File: src/rtl/core/mcc_pkg.sv
// shared types, code tables and lookup functions of the morse codec
`timescale 1ns / 1ps

package mcc_pkg;

    localparam int MAX_CODE_LEN   = 8;
    localparam int TABLE_SIZE     = 44;
    localparam int ENCODE_ENTRIES = 43;
    localparam int FIFO_DEPTH     = 4;

    localparam int LEN_W = $clog2(MAX_CODE_LEN + 1);
    localparam int PAT_W = MAX_CODE_LEN;

    // result kinds on the output channel
    localparam logic [2:0] KIND_DOT     = 3'd0;
    localparam logic [2:0] KIND_DASH    = 3'd1;
    localparam logic [2:0] KIND_SLASH   = 3'd2;
    localparam logic [2:0] KIND_GAP     = 3'd3;
    localparam logic [2:0] KIND_NEWLINE = 3'd4;
    localparam logic [2:0] KIND_CHAR    = 3'd5;

    // job kinds in the queue between front and back
    localparam logic [1:0] JOB_SYM   = 2'd0;
    localparam logic [1:0] JOB_SLASH = 2'd1;
    localparam logic [1:0] JOB_NL    = 2'd2;
    localparam logic [1:0] JOB_CHAR  = 2'd3;

    typedef struct packed {
        logic [1:0]       kind;
        logic [PAT_W-1:0] pat;
        logic [LEN_W-1:0] len;
        logic [7:0]       ch;
    } t_job;

    typedef struct packed {
        logic             hit;
        logic             slash;
        logic [PAT_W-1:0] pat;
        logic [LEN_W-1:0] len;
    } t_enc_hit;

    typedef struct packed {
        logic       hit;
        logic [7:0] ch;
    } t_dec_hit;

    // bit i is symbol i, 1 = dash; the space entry has length 0 and never decodes
    localparam logic [PAT_W-1:0] SYM_PAT [TABLE_SIZE] = '{
        8'h02, 8'h01, 8'h05, 8'h01, 8'h00, 8'h04, 8'h03, 8'h00, 8'h00, 8'h0E,
        8'h05, 8'h02, 8'h03, 8'h01, 8'h07, 8'h06, 8'h0B, 8'h02, 8'h00, 8'h01,
        8'h04, 8'h08, 8'h06, 8'h09, 8'h0D, 8'h03, 8'h1F, 8'h1E, 8'h1C, 8'h18,
        8'h10, 8'h00, 8'h01, 8'h03, 8'h07, 8'h0F, 8'h00, 8'h2A, 8'h33, 8'h0C,
        8'h07, 8'h21, 8'h00, 8'h04
    };

    localparam logic [LEN_W-1:0] SYM_LEN [TABLE_SIZE] = '{
        4'd2, 4'd4, 4'd4, 4'd3, 4'd1, 4'd4, 4'd3, 4'd4, 4'd2, 4'd4,
        4'd3, 4'd4, 4'd2, 4'd2, 4'd3, 4'd4, 4'd4, 4'd3, 4'd3, 4'd1,
        4'd3, 4'd4, 4'd3, 4'd4, 4'd4, 4'd4, 4'd5, 4'd5, 4'd5, 4'd5,
        4'd5, 4'd5, 4'd5, 4'd5, 4'd5, 4'd5, 4'd0, 4'd6, 4'd6, 4'd6,
        4'd6, 4'd6, 4'd8, 4'd6
    };

    localparam logic [7:0] SYM_CHR [TABLE_SIZE] = '{
        8'h61, 8'h62, 8'h63, 8'h64, 8'h65, 8'h66, 8'h67, 8'h68, 8'h69, 8'h6A,
        8'h6B, 8'h6C, 8'h6D, 8'h6E, 8'h6F, 8'h70, 8'h71, 8'h72, 8'h73, 8'h74,
        8'h75, 8'h76, 8'h77, 8'h78, 8'h79, 8'h7A, 8'h30, 8'h31, 8'h32, 8'h33,
        8'h34, 8'h35, 8'h36, 8'h37, 8'h38, 8'h39, 8'h20, 8'h2E, 8'h2C, 8'h3F,
        8'h3A, 8'h2D, 8'h23, 8'h2A
    };

    localparam int SLASH_ENTRY = 36;

    function automatic t_enc_hit enc_lookup(input logic [7:0] b);
        t_enc_hit r;
        r = '0;
        for (int j = 0; j < ENCODE_ENTRIES; j++) begin
            if (SYM_CHR[j] == b) begin
                r.hit   = 1'b1;
                r.slash = (j == SLASH_ENTRY);
                r.pat   = SYM_PAT[j];
                r.len   = SYM_LEN[j];
            end
        end
        return r;
    endfunction

    function automatic t_dec_hit dec_lookup(input logic [PAT_W-1:0] pat,
                                            input logic [LEN_W-1:0] len);
        t_dec_hit r;
        r = '0;
        for (int j = 0; j < TABLE_SIZE; j++) begin
            if (SYM_LEN[j] != '0 && SYM_LEN[j] == len && SYM_PAT[j] == pat) begin
                r.hit = 1'b1;
                r.ch  = SYM_CHR[j];
            end
        end
        return r;
    endfunction

endpackage

File: src/rtl/core/mcc_fifo.sv
// job queue between the front and back of the morse codec
`timescale 1ns / 1ps

module mcc_fifo (
    input  logic         i_clk,
    input  logic         i_rst_n,
    input  logic         i_push,
    input  mcc_pkg::t_job i_data,
    input  logic         i_pop,
    output mcc_pkg::t_job o_data,
    output logic         o_empty,
    output logic         o_full
);

    localparam int PTR_W = $clog2(mcc_pkg::FIFO_DEPTH);
    localparam int CNT_W = $clog2(mcc_pkg::FIFO_DEPTH + 1);

    mcc_pkg::t_job r_mem [mcc_pkg::FIFO_DEPTH];
    logic [PTR_W-1:0] r_wr;
    logic [PTR_W-1:0] r_rd;
    logic [CNT_W-1:0] r_cnt;

    logic do_push;
    logic do_pop;

    assign o_empty = (r_cnt == '0);
    assign o_full  = (r_cnt == CNT_W'(mcc_pkg::FIFO_DEPTH));
    assign do_push = i_push && !o_full;
    assign do_pop  = i_pop && !o_empty;
    assign o_data  = r_mem[r_rd];

    always_ff @(posedge i_clk) begin
        if (do_push) begin
            r_mem[r_wr] <= i_data;
        end
    end

    always_ff @(posedge i_clk) begin
        if (!i_rst_n) begin
            r_wr  <= '0;
            r_rd  <= '0;
            r_cnt <= '0;
        end else begin
            if (do_push) begin
                r_wr <= r_wr + 1'b1;
            end
            if (do_pop) begin
                r_rd <= r_rd + 1'b1;
            end
            if (do_push && !do_pop) begin
                r_cnt <= r_cnt + 1'b1;
            end else if (do_pop && !do_push) begin
                r_cnt <= r_cnt - 1'b1;
            end
        end
    end

endmodule

File: src/rtl/core/mcc_front.sv
// front end: takes input words, encodes by table or collects decode tokens, queues jobs
`timescale 1ns / 1ps

module mcc_front (
    input  logic          i_clk,
    input  logic          i_rst_n,
    input  logic          i_direction,
    input  logic          i_valid,
    input  logic [7:0]    i_in_byte,
    input  logic          i_final_req,
    output logic          o_ready,
    input  logic          i_q_full,
    output logic          o_push,
    output mcc_pkg::t_job o_job
);

    localparam logic [7:0] CH_DOT   = 8'h2E;
    localparam logic [7:0] CH_DASH  = 8'h2D;
    localparam logic [7:0] CH_SLASH = 8'h2F;
    localparam logic [7:0] CH_SPACE = 8'h20;
    localparam logic [7:0] CH_NL    = 8'h0A;

    localparam int PAT_W = mcc_pkg::PAT_W;
    localparam int LEN_W = mcc_pkg::LEN_W;
    localparam int IDX_W = $clog2(PAT_W);

    logic [PAT_W-1:0] r_pat,   n_pat;
    logic [LEN_W-1:0] r_len,   n_len;
    logic             r_slash, n_slash;
    logic             r_inval, n_inval;

    logic              accept;
    logic              flush;
    mcc_pkg::t_enc_hit enc;
    mcc_pkg::t_dec_hit dec;

    assign o_ready = !i_q_full;
    assign accept  = i_valid && !i_q_full;

    always_comb begin
        enc = mcc_pkg::enc_lookup(i_in_byte);

        // token update for this symbol byte
        n_pat   = r_pat;
        n_len   = r_len;
        n_slash = r_slash;
        n_inval = r_inval;
        flush   = 1'b0;
        if (i_in_byte == CH_DOT || i_in_byte == CH_DASH) begin
            if (r_slash || r_len >= LEN_W'(mcc_pkg::MAX_CODE_LEN)) begin
                n_inval = 1'b1;
            end else begin
                if (i_in_byte == CH_DASH) begin
                    n_pat = r_pat | (PAT_W'(1) << r_len[IDX_W-1:0]);
                end
                n_len = r_len + 1'b1;
            end
        end else if (i_in_byte == CH_SLASH) begin
            if (r_len == '0 && !r_slash) begin
                n_slash = 1'b1;
            end else begin
                n_inval = 1'b1;
            end
        end else if (i_in_byte == CH_SPACE || i_in_byte == CH_NL) begin
            flush = 1'b1;
        end else begin
            n_inval = 1'b1;
        end
        if (i_final_req) begin
            flush = 1'b1;
        end

        dec = mcc_pkg::dec_lookup(n_pat, n_len);

        o_job = '0;
        o_push = 1'b0;
        if (!i_direction) begin
            if (i_in_byte == CH_NL) begin
                o_job.kind = mcc_pkg::JOB_NL;
                o_push     = accept;
            end else if (enc.hit) begin
                o_job.kind = enc.slash ? mcc_pkg::JOB_SLASH : mcc_pkg::JOB_SYM;
                o_job.pat  = enc.pat;
                o_job.len  = enc.len;
                o_push     = accept;
            end
        end else if (flush && !n_inval) begin
            o_job.kind = mcc_pkg::JOB_CHAR;
            if (n_slash) begin
                o_job.ch = CH_SPACE;
                o_push   = accept;
            end else if (dec.hit) begin
                o_job.ch = dec.ch;
                o_push   = accept;
            end
        end
    end

    always_ff @(posedge i_clk) begin
        if (!i_rst_n) begin
            r_pat   <= '0;
            r_len   <= '0;
            r_slash <= 1'b0;
            r_inval <= 1'b0;
        end else if (accept && i_direction) begin
            if (flush) begin
                r_pat   <= '0;
                r_len   <= '0;
                r_slash <= 1'b0;
                r_inval <= 1'b0;
            end else begin
                r_pat   <= n_pat;
                r_len   <= n_len;
                r_slash <= n_slash;
                r_inval <= n_inval;
            end
        end
    end

endmodule

File: src/rtl/core/mcc_back.sv
// back end: plays queued jobs out as result words through an output register
`timescale 1ns / 1ps

module mcc_back (
    input  logic          i_clk,
    input  logic          i_rst_n,
    input  mcc_pkg::t_job i_job,
    input  logic          i_q_empty,
    output logic          o_pop,
    output logic          o_valid,
    input  logic          i_ready,
    output logic [2:0]    o_out_kind,
    output logic [7:0]    o_out_char,
    output logic          o_last
);

    localparam int LEN_W = mcc_pkg::LEN_W;
    localparam int IDX_W = $clog2(mcc_pkg::PAT_W);

    logic [LEN_W-1:0] r_idx;
    logic             r_ov;
    logic [2:0]       r_kind;
    logic [7:0]       r_char;
    logic             r_last;

    logic       step;
    logic [2:0] n_kind;
    logic [7:0] n_char;
    logic       n_last;

    assign step  = (!r_ov || i_ready) && !i_q_empty;
    assign o_pop = step && n_last;

    always_comb begin
        n_kind = mcc_pkg::KIND_GAP;
        n_char = '0;
        n_last = 1'b0;
        unique case (i_job.kind)
            mcc_pkg::JOB_SYM: begin
                if (r_idx == i_job.len) begin
                    n_last = 1'b1;
                end else begin
                    n_kind = i_job.pat[r_idx[IDX_W-1:0]] ? mcc_pkg::KIND_DASH
                                                         : mcc_pkg::KIND_DOT;
                end
            end
            mcc_pkg::JOB_SLASH: begin
                if (r_idx == '0) begin
                    n_kind = mcc_pkg::KIND_SLASH;
                end else begin
                    n_last = 1'b1;
                end
            end
            mcc_pkg::JOB_NL: begin
                n_kind = mcc_pkg::KIND_NEWLINE;
                n_last = 1'b1;
            end
            mcc_pkg::JOB_CHAR: begin
                n_kind = mcc_pkg::KIND_CHAR;
                n_char = i_job.ch;
                n_last = 1'b1;
            end
        endcase
    end

    always_ff @(posedge i_clk) begin
        if (!i_rst_n) begin
            r_idx <= '0;
            r_ov  <= 1'b0;
        end else begin
            if (o_pop) begin
                r_idx <= '0;
            end else if (step) begin
                r_idx <= r_idx + 1'b1;
            end
            if (step) begin
                r_ov <= 1'b1;
            end else if (i_ready) begin
                r_ov <= 1'b0;
            end
        end
    end

    always_ff @(posedge i_clk) begin
        if (step) begin
            r_kind <= n_kind;
            r_char <= n_char;
            r_last <= n_last;
        end
    end

    assign o_valid    = r_ov;
    assign o_out_kind = r_kind;
    assign o_out_char = r_char;
    assign o_last     = r_last;

endmodule

File: src/rtl/core/morse_code_codec.sv
// top level of the morse codec: direction register, front end, job queue, back end
`timescale 1ns / 1ps

// channel   | valid    | ready    | word
// ----------+----------+----------+-----------------------------------
// input     | i_valid  | o_ready  | i_in_byte, i_final_req
// output    | o_valid  | i_ready  | o_out_kind, o_out_char, o_last
// config    | i_cfg_we | (none)   | i_cfg_data (direction)
//
// the front takes one input word per cycle while the job queue has room
// an item yields 0 to 9 result words; the back emits one per cycle while i_ready
// is high, so an encoded character gives code length + 1 words (up to 9)
// reset is synchronous, active low; clears direction, token, queue and output
// the output register lets the front keep filling the queue while i_ready is low

module morse_code_codec (
    input  logic       i_clk,
    input  logic       i_rst_n,
    // configuration
    input  logic       i_cfg_we,
    input  logic       i_cfg_data,
    // input words
    input  logic       i_valid,
    output logic       o_ready,
    input  logic [7:0] i_in_byte,
    input  logic       i_final_req,
    // result words
    output logic       o_valid,
    input  logic       i_ready,
    output logic [2:0] o_out_kind,
    output logic [7:0] o_out_char,
    output logic       o_last
);

    // direction: 0 encodes text to symbols, 1 decodes symbols to text
    logic r_direction;

    // queue between front and back
    logic          q_push;
    logic          q_pop;
    logic          q_empty;
    logic          q_full;
    mcc_pkg::t_job q_wdata;
    mcc_pkg::t_job q_rdata;

    always_ff @(posedge i_clk) begin
        if (!i_rst_n) begin
            r_direction <= 1'b0;
        end else if (i_cfg_we) begin
            r_direction <= i_cfg_data;
        end
    end

    // front: table lookup in encode mode, token collection and match in decode mode
    mcc_front u_front (
        .i_clk       (i_clk),
        .i_rst_n     (i_rst_n),
        .i_direction (r_direction),
        .i_valid     (i_valid),
        .i_in_byte   (i_in_byte),
        .i_final_req (i_final_req),
        .o_ready     (o_ready),
        .i_q_full    (q_full),
        .o_push      (q_push),
        .o_job       (q_wdata)
    );

    // only items that give results are queued
    mcc_fifo u_fifo (
        .i_clk   (i_clk),
        .i_rst_n (i_rst_n),
        .i_push  (q_push),
        .i_data  (q_wdata),
        .i_pop   (q_pop),
        .o_data  (q_rdata),
        .o_empty (q_empty),
        .o_full  (q_full)
    );

    // back: expands a job into its dot, dash, slash, gap, newline or char words
    mcc_back u_back (
        .i_clk      (i_clk),
        .i_rst_n    (i_rst_n),
        .i_job      (q_rdata),
        .i_q_empty  (q_empty),
        .o_pop      (q_pop),
        .o_valid    (o_valid),
        .i_ready    (i_ready),
        .o_out_kind (o_out_kind),
        .o_out_char (o_out_char),
        .o_last     (o_last)
    );

endmodule

File: config.mk
export PLATFORM = sky130hd
export DESIGN_NAME = morse_code_codec
export DESIGN_NICKNAME = d
export VERILOG_FILES = /design/src/rtl/core/mcc_pkg.sv /design/src/rtl/core/mcc_fifo.sv /design/src/rtl/core/mcc_front.sv /design/src/rtl/core/mcc_back.sv /design/src/rtl/core/morse_code_codec.sv
export SDC_FILE = /design/constraint.sdc
export NUM_CORES = 1
export LEC_CHECK = 0
export ABC_CLOCK_PERIOD_IN_PS = 3750
export BUFFER_PORTS_ARGS = -buffer_cell sky130_fd_sc_hd__buf_2
export CAP_MARGIN = 20
export CORE_UTILIZATION = 23
export CTS_BUF_LIST = sky130_fd_sc_hd__clkbuf_8 sky130_fd_sc_hd__clkbuf_16
export DETAILED_ROUTE_END_ITERATION = 7
export MAX_ROUTING_LAYER = met4
export PLACE_DENSITY_LB_ADDON = 0.08
export SKIP_LAST_GASP = 1
export SLEW_MARGIN = 40
export SYNTH_ARGS = -nofsm -noshare
export SYNTH_HDL_FRONTEND = slang
export SYNTH_SLANG_ARGS = --single-unit
File: constraint.sdc
create_clock -name i_clk -period 3.75 [get_ports i_clk]
set_input_delay 0.1875 -clock i_clk [delete_from_list [all_inputs] [get_ports i_clk]]
set_output_delay 0.1875 -clock i_clk [all_outputs]
set_load 0.01 [all_outputs]
==> metrics.md, run 1 <==
| Metric | Value |
|---|---|
| Yosys reg bits | `116` |
| Total design power | `between 4 and 5 mW` |
| Worst Max-Slew Pin Slew | `0.6131 ns` |
| Placed cell areas | `slightly above 9000 um2` |
| Fill cells | `3145` |
| Root Driver | `clkbuf_16` |
| Layout Cells excl Fill | `around 1300` |
| F_max | `between 0.2 and 0.3 GHz` |
| Vias/cell | `between 4 and 5` |
| Hold path depth | `3` |
| Core Area | `around 31000 um2` |
| Tcrit/Tclk final | `between 90% and 100%` |
| Synth warn | `0` |
| Die area | `32210 um2` |
| Hold_ws | `~0.05 ns` |
| Fin util | `about a third` |
| Cts hold-fix bufs | `0` |
| Overall Global Routing Usage | `between 10% and 20%` |
| CTS sink count | `~120` |
| Top post-synthesis cells by area | `edfxtp_1 36%, dfxtp_1 8.0%, mux4_2 6.2%` |
| PwrDens | `approximately 400 nW/um2` |
| TritonCTS clock tree | `built` |
| DP Wirelength | `about 19000 um` |
| Yosys top cell by area | `edfxtp_1` |
| Reg2reg setup slack | `between 0.1 and 0.15 ns` |
| First-pass GRT wire length | `38930 um` |
| Failing checks | `DRC` |
| Starting Density | `about a quarter` |
| Pleak | `between 3 and 4 nW` |
| Later-pin clock latency in the skew report | `between 0.4 and 0.5 ns` |
| CP Class | `register to register` |
| # rows | `64` |
| Residual DRC | `8` |
| IR drop worst, VDD | `0.0002516 V` |
| Die height | `179.5 um` |
| Top fanout value on the critical path | `15` |
| Clock skew | `approximately 0.020 ns` |
| Layout cells sized above 1 | `39.39%` |
| Share of the synthesized area in the top cell type | `between 30 and 40%` |
| Via Count | `roughly 6500` |
| Top FF cell, synth | `edfxtp_1` |
| Vias in the first global route | `approximately 6700` |
| Worst r2r src | `u_front.r_len[0]` |
| Post-route ant nets | `0` |
| Crit path launch type | `register` |
| Die width | `~180 um` |
| Worst reg-to-reg path cell count | `18` |
| Clock buffer count from CTS | `17` |
| Seq/Total Area, Yosys | `between 40 and 50%` |
| RSZ-0062 raised after global routing | `true` |
| Pin count of the biggest net entering global routing | `37` |
| Critical Path AT | `3.97 ns` |
| Port bufs | `27` |
| Relative slew margins | `58.75%` |
| Cell count after placement | `1258` |
| Final Worst Setup Slack | `around 0.12 ns` |
| Max_cap viols | `0` |
| Avg Inst Size Synth | `roughly 10 um2` |
| Ports | `29` |
| Total gr overflow | `0` |
| Outcome | `finished, violations left` |
| Pre-Repair DR Iteration Count | `8` |
| Cells after Synth | `around 700` |
| Detailed Route WL | `roughly 25000 um` |
| Worst EP required | `slightly above 4 ns` |
| Post-synth EDFFs | `between 80 and 90` |
| Final Hold Fails | `0` |
| Area growth, synth to finish | `42.93%` |
| Share of synthesized registers carrying an async set or reset | `0%` |
| Post-Syn Nets | `between 700 and 800` |
| Fin. max-slew vios | `0` |
| Avg WL per Cell | `between 15 and 20 um` |
| Hold EP | `r_direction` |
| Final TNS setup | `0 ns` |
| Clk slew on worst S/H paths | `roughly 0.070 ns` |
| Worst setup path startpoint | `u_front.r_len[0]` |
| HP Start | `i_cfg_data` |
| Crit Reg-Reg Endpoint | `u_fifo.r_cnt[2]` |
| Initial drt markers | `383` |
| Clock buffer depth | `2` |
| Final Wtd Congestion | `approximately 0.88` |
| Post-layout nets | `930` |
| CP endpoint kind | `register` |
| Period minus WS final | `roughly 3.6 ns` |
| HP Class | `primary input to register` |
| Area of the multi-input gates | `roughly 4200 um2` |
| Final setup fails | `0` |
| Place WS | `-0.2030 ns` |
| Initial antenna violation count | `0` |
| H-tree levels | `4` |
| Syn Std Cell Area | `7243 um2` |
| Register Area | `3201 um2` |
| Netlist cell types | `91` |
| Final Cell Area | `10350 um2` |
## cells in the mapped netlist, types with 8 or more instances
| master | instances |
|---|---|
| ha_1 | 13 |
| o22ai_1 | 10 |
| o21ai_0 | 35 |
| nor2_1 | 60 |
| nor4_1 | 15 |
| and3_1 | 12 |
| xnor2_1 | 12 |
| clkbuf_1 | 25 |
| a21oi_1 | 37 |
| nor2b_1 | 16 |
| nand3_1 | 20 |
| inv_1 | 16 |
| a41oi_1 | 8 |
| edfxtp_1 | 87 |
| nand2_1 | 61 |
| and2_1 | 14 |
| nor3_1 | 34 |
| buf_2 | 14 |
| dfxtp_1 | 29 |
| mux2i_1 | 11 |
| mux4_2 | 20 |
| a31oi_1 | 13 |
## how the worst max path moves through the flow
stage / to
after detailed placement: u_fifo.r_cnt[2]
after global placement: u_fifo.r_cnt[2]
after CTS: u_fifo.r_cnt[2]
after floorplan: u_fifo.r_cnt[2]
final: u_fifo.r_cnt[2]
after global routing: u_fifo.r_cnt[2]
## cell usage in the layout (no fill, tap or decap), drive strengths merged, types with 4 or more instances in the layout
master and count:
a211oi 7, a21oi 38, a22oi 4, a31oi 13
a32oi 5, a41o 6, a41oi 10, and2 14
and3 12, buf 223, clkbuf 20, clkinv 6
dfxtp 29, edfxtp 87, ha 13, inv 18
mux2i 13, mux4 20, nand2 62, nand2b 7
nand3 21, nand4 8, nor2 62, nor2b 16
nor3 36, nor3b 4, nor4 17, o21a 5
o21ai 37, o22ai 11, o32ai 4, or2 7
xnor2 12, xor2 4
## logic make-up after synthesis
kind of cell,count (synthesis),synth area share (%)
buffers and inverters,71,4.595
and+or+nand+nor,286,21.39
xor gates and xnor gates,16,1.935
DFF,116,44.08
other,1,0.05177
AOI/OAI and AO/OA,175,17.03
muxes,34,8.395
adders and majority gates,14,2.522
## flip-flops by register name (all words and copies together), names as in the netlist, named ones only
register / count
u_fifo.r_rd: 2
r_direction: 1
u_front.r_inval: 1
u_back.o_last: 1
u_fifo.r_cnt: 3
u_back.o_valid: 1
u_front.r_slash: 1
u_front.r_pat: 8
u_back.r_idx: 4
u_front.r_len: 4
u_back.o_out_kind: 3
u_fifo.r_mem: 76
u_back.o_out_char: 7
u_fifo.r_wr: 2
## worst max-delay path: stages, from the launching register on
cell	delay (ns)
dfxtp_4	0.37
buf_8	0.16
ha_2	0.21
nor2b_2	0.17
a41oi_2	0.14
buf_4	0.18
nand2_4	0.09
a2111oi_4	0.39
buf_4	0.18
a21oi_1	0.06
nand2_1	0.14
nor4_4	0.05
a21oi_2	0.23
ha_2	0.22
inv_1	0.05
fa_2	0.33
xor2_1	0.17
or3_1	0.30
a21boi_1	0.12
## area by class of cell
cell class              instances  area share [%]
diodes                          1         0.02417
clock inverters                13           1.438
clock buffers                  19           4.375
inverters                      16          0.5801
well taps                     396           4.786
repair buffers                224           17.68
multi-input cells             526           40.20
flip-flops and latches        116           30.92
## timing repair
action,CTS,global route
endpoints found under the setup margin,2,8
pin swaps,6,28
resized for setup,31,60
cloned,0,1
buffers inserted,9,11
## layer usage
layer | part of all wire (%) | up-vias | track usage, %
met5 | 0 | - | -
met4 | 1.9 | 0 | 5.966
met3 | 3.5 | 31 | 2.391
met2 | 47 | 171 | 25.27
met1 | 47 | 3191 | 21.20
li1 | - | 3121 | -
## where the power goes
part	switching, mW	internal (mW)
Sequential	0.0730	1.51
Combinational	0.492	0.463
Clock	0.646	1.02
Note: power is estimated with default switching activity, not from simulation.
==> inputs of run 2 (changes only) <==
--- a/config.mk
+++ b/config.mk
@@ -6,7 +6,7 @@
 export NUM_CORES = 1
 export LEC_CHECK = 0
 export ABC_CLOCK_PERIOD_IN_PS = 3750
-export BUFFER_PORTS_ARGS = -buffer_cell sky130_fd_sc_hd__buf_2
+export BUFFER_PORTS_ARGS = -buffer_cell sky130_fd_sc_hd__buf_4
 export CAP_MARGIN = 20
 export CORE_UTILIZATION = 23
 export CTS_BUF_LIST = sky130_fd_sc_hd__clkbuf_8 sky130_fd_sc_hd__clkbuf_16
==> run 2 against run 1 <==
Net effect: clock power about the same; clock skew decreased by 0.0063 ns; the flow still finishes with violations (DRC); cell count decreased by 2.2%; sequential share of layout area increased by 1.3 points; total power increased by 1.2%; clock-buffer cell count decreased by 2; first-iteration DRC count increased by 28%; via count decreased by 1.8%; global-route usage decreased by 0.41 points; combinational power increased by 2.8%; critical path type unchanged; largest cell class unchanged; critical endpoint unchanged.
==> metrics.md, run 2 (same netlist as run 1, synthesis figures left out) <==
| Metric | Value |
|---|---|
| Outcome | `finished, violations left` |
| Failing checks | `DRC` |
| Initial drt markers | `491 (+28%)` |
| Root Driver | `clkbuf_16` |
| Worst r2r src | `u_front.r_slash` |
| Diodes inserted | `0 (-1)` |
| Largest register FFs | `76 (unchanged)` |
| Pre-Repair DR Iteration Count | `8 (unchanged)` |
| RSZ-0062 raised after global routing | `true` |
| Pleak | `3.656 nW (-4.8%)` |
| Final TNS setup | `0 ns (unchanged)` |
| Clk slew on worst S/H paths | `0.06 ns (about the same)` |
| Reg with most FFs | `u_fifo.r_mem` |
| Register Area | `3202 um2 (about the same)` |
| Crit Reg-Reg Endpoint | `u_fifo.r_cnt[2]` |
| Placed cell areas | `8987 um2 (-1.3%)` |
| TritonCTS clock tree | `built` |
| DP Wirelength | `17970 um (-3.1%)` |
| Top fanout value on the critical path | `8 (-7)` |
| Total gr overflow | `0 (unchanged)` |
| Worst reg-to-reg path cell count | `16 (-2)` |
| Clock buffer count from CTS | `17 (unchanged)` |
| Die width | `179.5 um (unchanged)` |
| Hold_ws | `0.03835 ns (-0.01024 ns)` |
| Worst path cell trace | `nor4bb_4, buf_4, buf_12, nand3_4, o31a_4, nor3_4, mux2i_1, o22ai_2, nor4_2, a21oi_2, ha_2, inv_2, fa_2, xor2_1, or3_1, a21boi_1` |
| DRT met1 WL | `11730 um (-0.74%)` |
| Vias/cell | `4.990 (+0.43%)` |
| Initial antenna violation count | `0 (unchanged)` |
| Final setup fails | `0 (unchanged)` |
| Top routing layer in use | `met4` |
| Core Area | `30750 um2 (unchanged)` |
| HP Class | `primary input to register` |
| # rows | `64 (unchanged)` |
| Hold path depth | `3 (unchanged)` |
| Cts hold-fix bufs | `0 (unchanged)` |
| Tcrit/Tclk final | `97.93% (+1.2 points)` |
| CP Class | `register to register` |
| Area growth, synth to finish | `37.23%` |
| Overall Global Routing Usage | `15.76% (-0.41 points)` |
| Metal2 WL | `11430 um (-2.5%)` |
| Die area | `32210 um2 (unchanged)` |
| Fin util | `32.32% (-1.3 points)` |
| Relative slew margins | `47.11% (-12 points)` |
| Met3 Routed Length | `1038 um (+19%)` |
| Fin. max-slew vios | `0 (unchanged)` |
| Most common cell after layout, fill and taps aside | `buf_4` |
| Port bufs | `27 (unchanged)` |
| Reg2reg setup slack | `0.08 ns (-0.05 ns)` |
| Fill cells | `3137 (-0.25%)` |
| First-pass GRT wire length | `37980 um (-2.4%)` |
| Post-route ant nets | `0 (unchanged)` |
| Crit-path max cell delay | `0.40 ns (about the same)` |
| Worst Max-Slew Pin Slew | `0.7873 ns (+0.1742 ns)` |
| CP endpoint kind | `register` |
| F_max | `0.2723 GHz (-1.3%)` |
| Most frequent cells in the layout | `184 x buf_4, 87 x edfxtp_1, 60 x nand2_1, 59 x nor2_1, 37 x a21oi_1` |
| Final Wtd Congestion | `0.7996 (-9.2%)` |
| HP Start | `i_cfg_data` |
| Post-layout nets | `902 (-3.0%)` |
| Later-pin clock latency in the skew report | `0.41 ns (about the same)` |
| Final Cell Area | `9940 um2 (-4.0%)` |
| Area of the multi-input gates | `3956 um2 (-4.9%)` |
| Avg WL per Cell | `19.10 um (+0.57%)` |
| Final Hold Fails | `0 (unchanged)` |
| Crit-path slowest cell | `o31a_4` |
| CTS sink count | `116 (unchanged)` |
| IR drop worst, VDD | `0.0002542 V (+1.0%)` |
| Starting Density | `23.56% (unchanged)` |
| Residual DRC | `2 (-6)` |
| Layout cells sized above 1 | `34.99% (-4.4 points)` |
| Detailed Route WL | `24490 um (-1.7%)` |
| Max_cap viols | `0 (unchanged)` |
| Worst setup path startpoint | `u_front.r_slash` |
| PwrDens | `427.9 nW/um2 (+5.4%)` |
| Hold EP | `r_direction` |
| Via Count | `6397 (-1.8%)` |
| Clock buffer depth | `2 (unchanged)` |
| Die height | `179.5 um (unchanged)` |
| H-tree levels | `4 (unchanged)` |
| Pin count of the biggest net entering global routing | `37 (unchanged)` |
| Ports | `29 (unchanged)` |
| Crit path launch type | `register` |
| Period minus WS final | `3.672 ns (+0.04644 ns)` |
| Critical Path AT | `4.01 ns (+0.04 ns)` |
| Worst EP required | `4.09 ns (about the same)` |
| Clock skew | `0.01361 ns (-0.006285 ns)` |
| Vias in the first global route | `6461 (-3.2%)` |
-- run 2: per-stage QoR --
stage | setup slack, ns | instances | total power, mW
after detailed placement | -0.1783 | 1237 | 2.605
after global routing | -0.1021 | 1282 | 4.475
after global placement | -0.1363 | 1237 | 2.592
after floorplan | 0.001752 | 713 | 2.232
after CTS | 0.002277 | 1274 | 4.321
final | 0.07759 | 1282 | 4.254
-- run 2: where the power goes --
group	internal, mW	leakage, nW	switching, mW
clock network	1.01	0.298	0.678
registers	1.51	1.07	0.0753
logic	0.497	2.29	0.485
-- run 2: critical path: cells and delay by family (launching register included) --
kind            cells  cell delay [ns]
compound gates      4             0.97
xor+xnor            1             0.15
fa+ha+maj           2             0.56
buf+inv             3             0.36
flops               1             0.36
mux                 1             0.12
simple gates        5             1.08
-- run 2: worst max path at each step --
stage          depth (start not counted)               to
4_1_cts                               18  u_fifo.r_cnt[2]
2_1_floorplan                         17  u_fifo.r_cnt[2]
3_3_place_gp                          18  u_fifo.r_cnt[2]
3_5_place_dp                          15  u_fifo.r_cnt[2]
5_1_grt                               16  u_fifo.r_cnt[2]
6_report                              16  u_fifo.r_cnt[2]
-- run 2: layer usage --
| layer | vias up | GRT usage, % |
|---|---|---|
| met4 | 0 | 3.724 |
| met5 | - | - |
| met2 | 177 | 25.20 |
| met1 | 3135 | 20.94 |
| met3 | 18 | 2.350 |
| li1 | 3067 | - |
-- run 2: final cells by class --
type	count	area share, %
timing repair buffer	196	16.28
multi-input combinational	526	39.80
inverter	16	0.6042
clock inverter	15	1.838
clock buffer	17	4.280
sequential	116	32.21
tap	396	4.985
-- run 2: repair_timing --
action	in CTS	in global routing
gates cloned	0	1
gates resized for setup	17	29
setup buffers	5	7
pin swaps	2	15
endpoints found under the setup margin	1	48
==> inputs of run 3 (changes only) <==
--- a/config.mk
+++ b/config.mk
@@ -12,7 +12,7 @@
 export CTS_BUF_LIST = sky130_fd_sc_hd__clkbuf_8 sky130_fd_sc_hd__clkbuf_16
 export DETAILED_ROUTE_END_ITERATION = 7
 export MAX_ROUTING_LAYER = met4
-export PLACE_DENSITY_LB_ADDON = 0.08
+export PLACE_DENSITY = 0.37
 export SKIP_LAST_GASP = 1
 export SLEW_MARGIN = 40
 export SYNTH_ARGS = -nofsm -noshare
==> run 3 against run 2 <==
Net effect: the flow finishes with violations (DRC, setup timing); cell count is 1.8% lower; first-iteration DRC count is 21% lower; clock skew is 0.0047 ns higher; worst hold slack better by 0.0045 ns; sequential power hardly changed; via count is 0.98% lower; register-to-register slack worse by 0.09 ns; utilization is 0.90 points lower.
==> metrics.md, run 3 (same netlist as run 1, synthesis figures left out) <==
| Metric | Value |
|---|---|
| CTS sink count | `116 (unchanged)` |
| Crit path launch type | `register` |
| Clock skew | `0.01828 ns (+0.004669 ns)` |
| Worst reg-to-reg path cell count | `18 (+2)` |
| Largest register FFs | `76 (unchanged)` |
| Top fanout value on the critical path | `6 (-2)` |
| Pin count of the biggest net entering global routing | `37 (unchanged)` |
| Clock buffer count from CTS | `17 (unchanged)` |
| Crit Reg-Reg Endpoint | `u_fifo.r_cnt[2]` |
| Most common cell after layout, fill and taps aside | `buf_4` |
| Overall Global Routing Usage | `15.47% (-0.29 points)` |
| Initial drt markers | `387 (-21%)` |
| DP Wirelength | `17460 um (-2.8%)` |
| Reg with most FFs | `u_fifo.r_mem` |
| Core Area | `30750 um2 (unchanged)` |
| Residual DRC | `2 (unchanged)` |
| Avg WL per Cell | `18.84 um (-1.4%)` |
| Die area | `32210 um2 (unchanged)` |
| CP endpoint kind | `register` |
| Vias in the first global route | `6365 (-1.5%)` |
| Clock buffer depth | `2 (unchanged)` |
| HP Class | `primary input to register` |
| TritonCTS clock tree | `built` |
| Later-pin clock latency in the skew report | `0.42 ns (about the same)` |
| Failing checks | `DRC, setup timing` |
| Post-route ant nets | `0 (unchanged)` |
| IR drop worst, VDD | `0.0003160 V (+24%)` |
| # rows | `64 (unchanged)` |
| Fin. max-slew vios | `0 (unchanged)` |
| Starting Density | `23.56% (unchanged)` |
| Period minus WS final | `3.758 ns (+0.08582 ns)` |
| Worst r2r src | `u_front.r_len[0]` |
| Worst EP required | `4.08 ns (about the same)` |
| Final Hold Fails | `0 (unchanged)` |
| Port bufs | `27 (unchanged)` |
| Total design power | `4.247 mW (-0.15%)` |
| H-tree levels | `4 (unchanged)` |
| Vias/cell | `5.031 (+0.82%)` |
| Diodes inserted | `0 (unchanged)` |
| Layout cells sized above 1 | `32.68% (-2.3 points)` |
| Area growth, synth to finish | `33.43%` |
| Clk slew on worst S/H paths | `0.06 ns (about the same)` |
| Ports | `29 (unchanged)` |
| Final setup fails | `1 (+1)` |
| CP endpoint | `u_fifo.r_cnt[2]` |
| Reg2reg setup slack | `-0.008 ns (-0.09 ns)` |
| Critical Path AT | `4.08 ns (+0.07 ns)` |
| CP Class | `register to register` |
| Detailed Route WL | `23720 um (-3.2%)` |
| Via Count | `6334 (-0.98%)` |
| Die height | `179.5 um (unchanged)` |
| Relative slew margins | `55.59% (+8.5 points)` |
| Outcome | `finished, violations left` |
| Die width | `179.5 um (unchanged)` |
| Worst Max-Slew Pin Slew | `0.6610 ns (-0.1263 ns)` |
| Total gr overflow | `0 (unchanged)` |
| Root Driver | `clkbuf_16` |
| Initial antenna violation count | `1 (+1)` |
| Final Worst Setup Slack | `-0.008225 ns (-0.08582 ns)` |
| PwrDens | `439.5 nW/um2 (+2.7%)` |
| Fill cells | `3190 (+1.7%)` |
| Max_cap viols | `0 (unchanged)` |
| F_max | `0.2661 GHz (-2.3%)` |
| Pre-Repair DR Iteration Count | `8 (unchanged)` |
| Most frequent cells in the layout | `162 x buf_4, 87 x edfxtp_1, 60 x nand2_1, 59 x nor2_1, 37 x a21oi_1` |
| Pleak | `3.522 nW (-3.7%)` |
| Place WS | `-0.1116 ns (+0.06671 ns)` |
| First-pass GRT wire length | `37580 um (-1.1%)` |
| Worst setup path startpoint | `u_front.r_len[0]` |
| Final Wtd Congestion | `0.9055 (+13%)` |
| Post-layout nets | `879 (-2.5%)` |
| RSZ-0062 raised after global routing | `true` |
| Tcrit/Tclk final | `100.2% (+2.3 points)` |
| Cts hold-fix bufs | `0 (unchanged)` |
## run 3: changes by cell type in the layout (fill, tap and decap cells not counted), sizes merged
cell,previous run,this run
buf,195,173
inv,26,19
clkinv,2,6
clkinvlp,1,3
bufinv,2,3
clkbuf,18,17
## run 3: what timing repair did
| action | in CTS | in global routing |
|---|---|---|
| gates cloned | 0 | 1 |
| pin swaps | 8 | 4 |
| gates resized for setup | 23 | 14 |
| setup buffers | 2 | 3 |
| setup endpoints to repair | 5 | 26 |
| endpoints found under the hold margin | 0 | 0 |
## run 3: critical path, cell delays in order, from the launching register on
cell	delay (ns)
dfxtp_4	0.36
ha_2	0.21
ha_4	0.31
nand3b_1	0.15
nor4_4	0.30
buf_4	0.18
buf_4	0.09
a41o_1	0.13
buf_4	0.15
a31oi_1	0.14
nand2_1	0.14
nor4_1	0.07
a21oi_2	0.19
ha_2	0.20
inv_1	0.05
fa_1	0.37
xor2_1	0.18
or3_1	0.31
a21boi_1	0.14
## run 3: stage by stage
step           hold slack [ns]  area, um2  utilization (%)  setup TNS, ns  std cells
6_report               0.04282       9664            31.43      -0.008225       1259
5_1_grt                0.06385       9664            31.43        -0.2540       1259
4_1_cts                0.02797       9552            31.06              0       1255
3_5_place_dp            0.4476       8842            28.76        -0.1256       1221
3_3_place_gp            0.4456       8842            28.76        -0.1126       1221
2_1_floorplan           0.3363       7253                -              0        713
## run 3: final cells by class
class                           count  area [um2]  area share (%)
Clock buffer                       17       425.4           4.402
Inverter                           16       60.06          0.6214
Timing Repair Buffer              173        1404           14.53
Sequential cell                   116        3199           33.10
Tap cell                          396       495.5           5.127
Clock inverter                     15       182.7           1.890
Multi-Input combinational cell    526        3897           40.33
## run 3: how the worst min path moves through the flow
stage	start	to	cells past startpoint
floorplan	i_rst_n	u_fifo.r_wr[1]	2
global placement	u_front.r_pat[7]	u_front.r_pat[7]	2
detailed placement	u_front.r_pat[6]	u_front.r_pat[6]	2
CTS	i_cfg_data	r_direction	3
global route	i_cfg_data	r_direction	3
finish	i_cfg_data	r_direction	3
## run 3: metal layers
metal  wire [um]  track usage (%)
met5           0                -
met4         333            4.241
met3         753            2.006
met2       10720            24.05
met1       11910            21.09
## run 3: where the power goes
group          switching (mW)  leakage (nW)  internal, mW
Combinational           0.452          2.16         0.494
Clock                   0.651         0.291          1.05
Sequential             0.0908          1.07          1.51
